[src/rtl/rect_pkg.sv]
// Shared constants, codes and types of the rectangle outline rasterizer.
`default_nettype none

package rect_pkg;

    localparam int CANVAS_SIZE = 64;
    localparam int ROW_W       = $clog2(CANVAS_SIZE);
    localparam int EXT_W       = $clog2(CANVAS_SIZE + 1);
    localparam int ACT_W       = 2;
    localparam int FIELD_W     = 8;
    localparam int CNT_W       = 16;
    localparam int USED_W      = 7;

    localparam logic [CNT_W-1:0] CNT_MAX = {CNT_W{1'b1}};

    typedef enum logic [ACT_W-1:0] {
        ACT_CLEAR = 2'd0,
        ACT_DRAW  = 2'd1,
        ACT_READ  = 2'd2
    } t_action;

    typedef enum logic [3:0] {
        S_IDLE = 4'b0001,
        S_DRAW = 4'b0010,
        S_READ = 4'b0100,
        S_DONE = 4'b1000
    } t_state;

    typedef logic [CANVAS_SIZE-1:0] t_row;

    typedef struct packed {
        logic             clr;
        logic             rd_en;
        logic [ROW_W-1:0] rd_addr;
        logic             wr_en;
        logic [ROW_W-1:0] wr_addr;
        t_row             wr_data;
    } t_mem_req;

    typedef struct packed {
        logic valid;
        t_row data;
    } t_mem_rsp;

    typedef struct packed {
        logic              accepted;
        logic [CNT_W-1:0]  drawn_count;
        logic              pixel;
        logic [USED_W-1:0] used_width;
        logic [USED_W-1:0] used_height;
    } t_result;

endpackage

`default_nettype wire

[src/rtl/rect_row_mem.sv]
// Canvas row memory with per-row valid bits and registered read.
`default_nettype none

module rect_row_mem
    import rect_pkg::*;
(
    input  wire logic     i_clk,
    input  wire logic     i_rst_n,
    input  wire t_mem_req i_req,
    output t_mem_rsp      o_rsp
);

    t_row                   r_mem [CANVAS_SIZE];
    logic [CANVAS_SIZE-1:0] r_row_vld;
    t_row                   r_rd_data;
    logic                   r_rd_vld;

    always_ff @(posedge i_clk) begin
        if (i_req.wr_en) begin
            r_mem[i_req.wr_addr] <= i_req.wr_data;
        end
        if (i_req.rd_en) begin
            r_rd_data <= r_mem[i_req.rd_addr];
            r_rd_vld  <= r_row_vld[i_req.rd_addr];
        end
    end

    // a row never written since reset or clear reads back with valid low
    always_ff @(posedge i_clk) begin
        if (!i_rst_n || i_req.clr) begin
            r_row_vld <= '0;
        end else if (i_req.wr_en) begin
            r_row_vld[i_req.wr_addr] <= 1'b1;
        end
    end

    assign o_rsp.valid = r_rd_vld;
    assign o_rsp.data  = r_rd_data;

endmodule

`default_nettype wire

[config.mk]
export PLATFORM = sky130hd
export DESIGN_NAME = rect_row_mem
export DESIGN_NICKNAME = d
export VERILOG_FILES = /design/src/rtl/rect_pkg.sv /design/src/rtl/rect_row_mem.sv
export SDC_FILE = /design/constraint.sdc
export NUM_CORES = 2
export LEC_CHECK = 0
export BUFFER_PORTS_ARGS = -buffer_cell sky130_fd_sc_hd__buf_2
export CORE_MARGIN = 5
export CORE_UTILIZATION = 61
export CTS_BUF_LIST = sky130_fd_sc_hd__clkbuf_8
export DETAILED_ROUTE_END_ITERATION = 8
export PLACE_DENSITY = 0.75
export SLEW_MARGIN = 20
export SYNTH_ARGS = -nofsm -noshare
export SYNTH_HDL_FRONTEND = slang
export SYNTH_SLANG_ARGS = --single-unit
[constraint.sdc]
create_clock -name i_clk -period 14.3 [get_ports i_clk]
set_input_delay 2.145 -clock i_clk [delete_from_list [all_inputs] [get_ports i_clk]]
set_output_delay 2.145 -clock i_clk [all_outputs]
set_load 0.1 [all_outputs]
**Word-level counts from Yosys, hierarchy flattened**

Memories as Yosys holds them, arrays and structs flattened. A register that Yosys moved wholly into a read port is not among the register bits.
Cells that the tools add are included.
Widths: inputs -> output; s select.

- Memories: 1
- Memory bits (writable): 4096
- Word-level logic and storage cells: 16
- Bits in registers: 65

- Bitwise operators: 1
- Reduce and logical (&&, ||, !) cells: 3
- Multiplexer cells: 6
- $lt $le $gt $ge: 3

Memories:

| memory | words | width | read ports | clocked after memory_dff | wr ports | RTL line | source |
|---|---|---|---|---|---|---|---|
| r_mem | 64 | 64 | 1 | 1 | 1 | rect_row_mem.sv:13 | `t_row r_mem [CANVAS_SIZE];` |

Operator list:

| cell | count |
|---|---|
| $or 64x64->64 | 1 |
| $lt 6x7->1 const B | 2 |
| $bmux 1 s6 | 1 |
| $demux 1 s6 | 1 |
| $ge 6x1->1 const B | 1 |
| $mux 1 | 4 |
| $logic_and 1x1->1 | 1 |
| $logic_not 1->1 | 1 |
| $logic_or 1x1->1 | 1 |

**Longest topological paths before layout**

- Depth in word-level cells: 5
- Mapped depth: 9
- Mapped depth without buffers: 4

**Worst setup path after synthesis**

OpenSTA, ideal clock, no wires.

- Path kind: input-to-reg
- Start point: input i_req[70] (netlist bit)
- End point: memory r_mem[40][0] (netlist bit) (enable)
- Path slack: 6.708 ns
- Required time: 13.733 ns
- Arrival time: 7.025 ns
- Cell stages on the path: 3
- Buffers on the path: 0
- Cell sequence: nor2b_1 nand3_1 nor3_1

- Word-level cells in the longest chain between the ends: 2

Ends and longest elaborated chain:

| item | RTL line | source |
|---|---|---|
| start, declared | rect_row_mem.sv:9 | `input wire t_mem_req i_req,` |
| $mux 1 | rect_row_mem.sv:19 | `if (i_req.wr_en) begin` |
| $mux 1 (implied by the code) | rect_row_mem.sv:20 | `r_mem[i_req.wr_addr] <= i_req.wr_data;` |
| end, declared | rect_row_mem.sv:13 |  |

No other way between the ends.

==> impl_metrics.yaml <==
run_status:
  status: "finished, final reports clean"
timing:
  timing.final.max_slew_violations: 0
  holdWs_ps: 464
  post-route-period-util_pct: 41.3
  slew_headroom_pct: 15.4
  slew_at_the_pin_closest_to_its_max_slew_limit_ps: 1270
  setup_repair_after_global_routing_missed_its_margin: "no"
  period_needed_ps: 5900
  max_freq_ghz: 0.169
  setup_viol: 0
  hold_viol_final: 0
  skew_ps: 69.8
  setup_tns_ps: 0
hold_path:
  holdCritPathClass: "reg2reg"
  hold_depth: 1
logic_synthesis:
  yosys.area.top_type_share_pct: 78.8
  synth.yosys.seq_area_share_pct: 79.6
  synthesis.area_per_instance_um2: 23.7
  synth_cells: 6687
  ys_seq_elements: 4225
  postSynthNetCount: 6768
  yosysWarnings: 0
  ys_top_cells_by_area: "sky130_fd_sc_hd__edfxtp_1 79%, sky130_fd_sc_hd__mux4_2 15%, sky130_fd_sc_hd__a22oi_1 1.2%"
  syn-cell-area_mm2: 0.159
  netlist.top_cell.by_area: "sky130_fd_sc_hd__edfxtp_1"
  netlist-cell-type-count: 31
layout:
  final_area_mm2: 0.176
  leading_cell_types_in_the_layout_fill_and_taps_excluded: "4161 x sky130_fd_sc_hd__edfxtp_1, 1040 x sky130_fd_sc_hd__mux4_2, 663 x sky130_fd_sc_hd__clkbuf_8, 260 x sky130_fd_sc_hd__a22oi_1, 194 x sky130_fd_sc_hd__buf_4"
  register_area_mm2: 0.126
  finish.utilization_pct: 67.9
  mostFrequentLayoutCell: "sky130_fd_sc_hd__edfxtp_1"
  multi_input_comb_area_mm2: 0.0311
  drive_gt1_share_pct: 29.0
  area.growth.synth_to_final_pct: 10.9
  finish.net_count: 7374
  layout.filler_cells: 15400
cts:
  cell_chosen_for_the_clock_root: "sky130_fd_sc_hd__clkbuf_8"
  clk_transition_reported_paths_ps: 60
  clk-insertion-delay-late_ps: 1080
  tritoncts.num_buffers: 644
  hold_buf_cts: 0
  buffer_levels_on_the_longest_clock_path: 4
  post_cts_buffers: 0
  numClockSinks: 4225
  number_of_cells_upsized_or_downsized_after_cts: 0
  tritoncts: "built"
  clock_tree.htree_level_count: 6
worst_setup_path:
  reg2reg_depth: 4
  timing.critical_path.slowest_stage_cell: "sky130_fd_sc_hd__buf_4"
  timing.critical_path.required_ps: 15130
  start_kind: "input port"
  max_stage_delay_ps: 990
  path_cells: "buf_8 > buf_4 > buf_12 > buf_4 > mux4_2 > o221ai_1 > a21oi_1 > o211a_1"
  end_kind: "register"
  crit_path_max_fanout: 128
  critPathArrivalTime_ps: 6730
  critical_path_class: "in2reg"
  worst_path_most_repeated_cell: "sky130_fd_sc_hd__buf_4"
placement:
  gp_congestion: 0.808
  place_area_mm2: 0.164
  buffer_ports.inserted: 145
  hpwlAfterDp_um: 226000
die:
  die_width_um: 520
  initial_core_utilization_pct: 61.2
  i_o_pin_count: 146
  fp.coreArea_mm2: 0.259
  die_h_um: 520
  dieArea_mm2: 0.270
  rows: 187
detailed_routing:
  detailedRoute.firstPassIterationCount: 8
  drt-total-wl_um: 445000
  route.detailed.vias_per_inst: 7.25
  post-route-drc-count: 0
  drt_iter0_drc: 14400
  routed-via-count: 81500
  antenna_violating_nets_remaining: 0
  drt-wirelength-per-cell_um: 39.6
pwr:
  power.density_mw_per_mm2: 138
  static_leakage_nw: 55.4
  ir_drop_uv: 129
global_route:
  grt_start_max_net_pins: 129
  grt_remaining_overflow: 0
  grt_util_all_layers_pct: 32.8
  grt_pass1_wl_um: 617000
  grt_pass1_vias: 80500
  grt_antenna_before_repair: 40
job:
  max_cap_violations: 0
## layer usage
| metal | global-route usage (%) | share of wire, % |
|---|---|---|
| met5 | 0 | 0.013 |
| met4 | 14.6 | 4.9 |
| met3 | 9.15 | 15 |
| met2 | 49.2 | 46 |
| met1 | 46.2 | 34 |
## Yosys cell counts (all sizes together)
| cell | count |
|---|---|
| nand4 | 3 |
| nor2 | 130 |
| mux4 | 1040 |
| edfxtp | 4161 |
| o21a | 64 |
| or3 | 3 |
| o211a | 65 |
| or2 | 2 |
| a21oi | 31 |
| clkbuf | 151 |
| nor2b | 10 |
| nand3b | 37 |
| a22oi | 260 |
| a221oi | 1 |
| o22ai | 98 |
| dfxtp | 64 |
| buf | 241 |
| nand2 | 8 |
| o221ai | 96 |
| or3b | 4 |
| and2 | 3 |
| nand2b | 9 |
| nand3 | 103 |
| nor3 | 4 |
| a211oi | 33 |
| mux2i | 66 |
## final cells by class
cell class	count	share of cell area, %
Clock inverter	494	1.45
Multi-Input combinational cell	2070	17.7
Timing Repair Buffer	352	1.43
Sequential cell	4225	71.8
Clock buffer	663	5.19
Antenna cell	35	0.0498
Tap cell	3402	2.42
## cells by family (layout without fill, tap and decap cells)
group	Yosys count	in the layout	share of synthesized area (%)
multiplexers	1106	1106	15.2
other	0	35	0
AND/OR/NAND/NOR	316	316	0.980
flip-flops	4225	4225	79.6
buffers and inverters	392	1509	1.14
AO/OA/AOI/OAI	648	648	3.12
## power by group
| group | total [mW] | switching (mW) | internal, mW |
|---|---|---|---|
| clock | 9.18 | 4.61 | 4.57 |
| sequential | 13.8 | 0.0498 | 13.7 |
| combinational | 1.25 | 0.851 | 0.403 |
## worst max-delay path, delay by kind of cell
| kind | cells | cell delay [ps] |
|---|---|---|
| compound gates | 3 | 520 |
| buf+inv | 4 | 2900 |
| mux | 1 | 620 |
## path summary, 6_finish.rpt
check | startpoint | to | slack [ps]
setup / recovery | i_req[72] | r_rd_data[23] | 8400
hold / removal | r_row_vld[42] | r_row_vld[42] | 460
setup reg to reg | r_mem[21][37] | r_rd_data[37] | 12340
hold reg to reg | r_row_vld[42] | r_row_vld[42] | 460
## metrics by stage
| step | cells | worst slack [ps] | power, mW |
|---|---|---|---|
| 2_1_floorplan | 6687 | 6710 | 14.8 |
| 3_3_place_gp | 10000 | 7570 | 15.2 |
| 3_5_place_dp | 10000 | 7550 | 15.3 |
| 4_1_cts | 11200 | 8640 | 24.3 |
| 5_1_grt | 11200 | 8370 | 24.9 |
| 6_report | 11200 | 8400 | 24.2 |
## registers in the layout (all words and copies together) (netlist names)
signal / flops
r_rd_data: 64
r_mem: 4096
r_rd_vld: 1
r_row_vld: 64
Power figures use the tool's default switching activity.
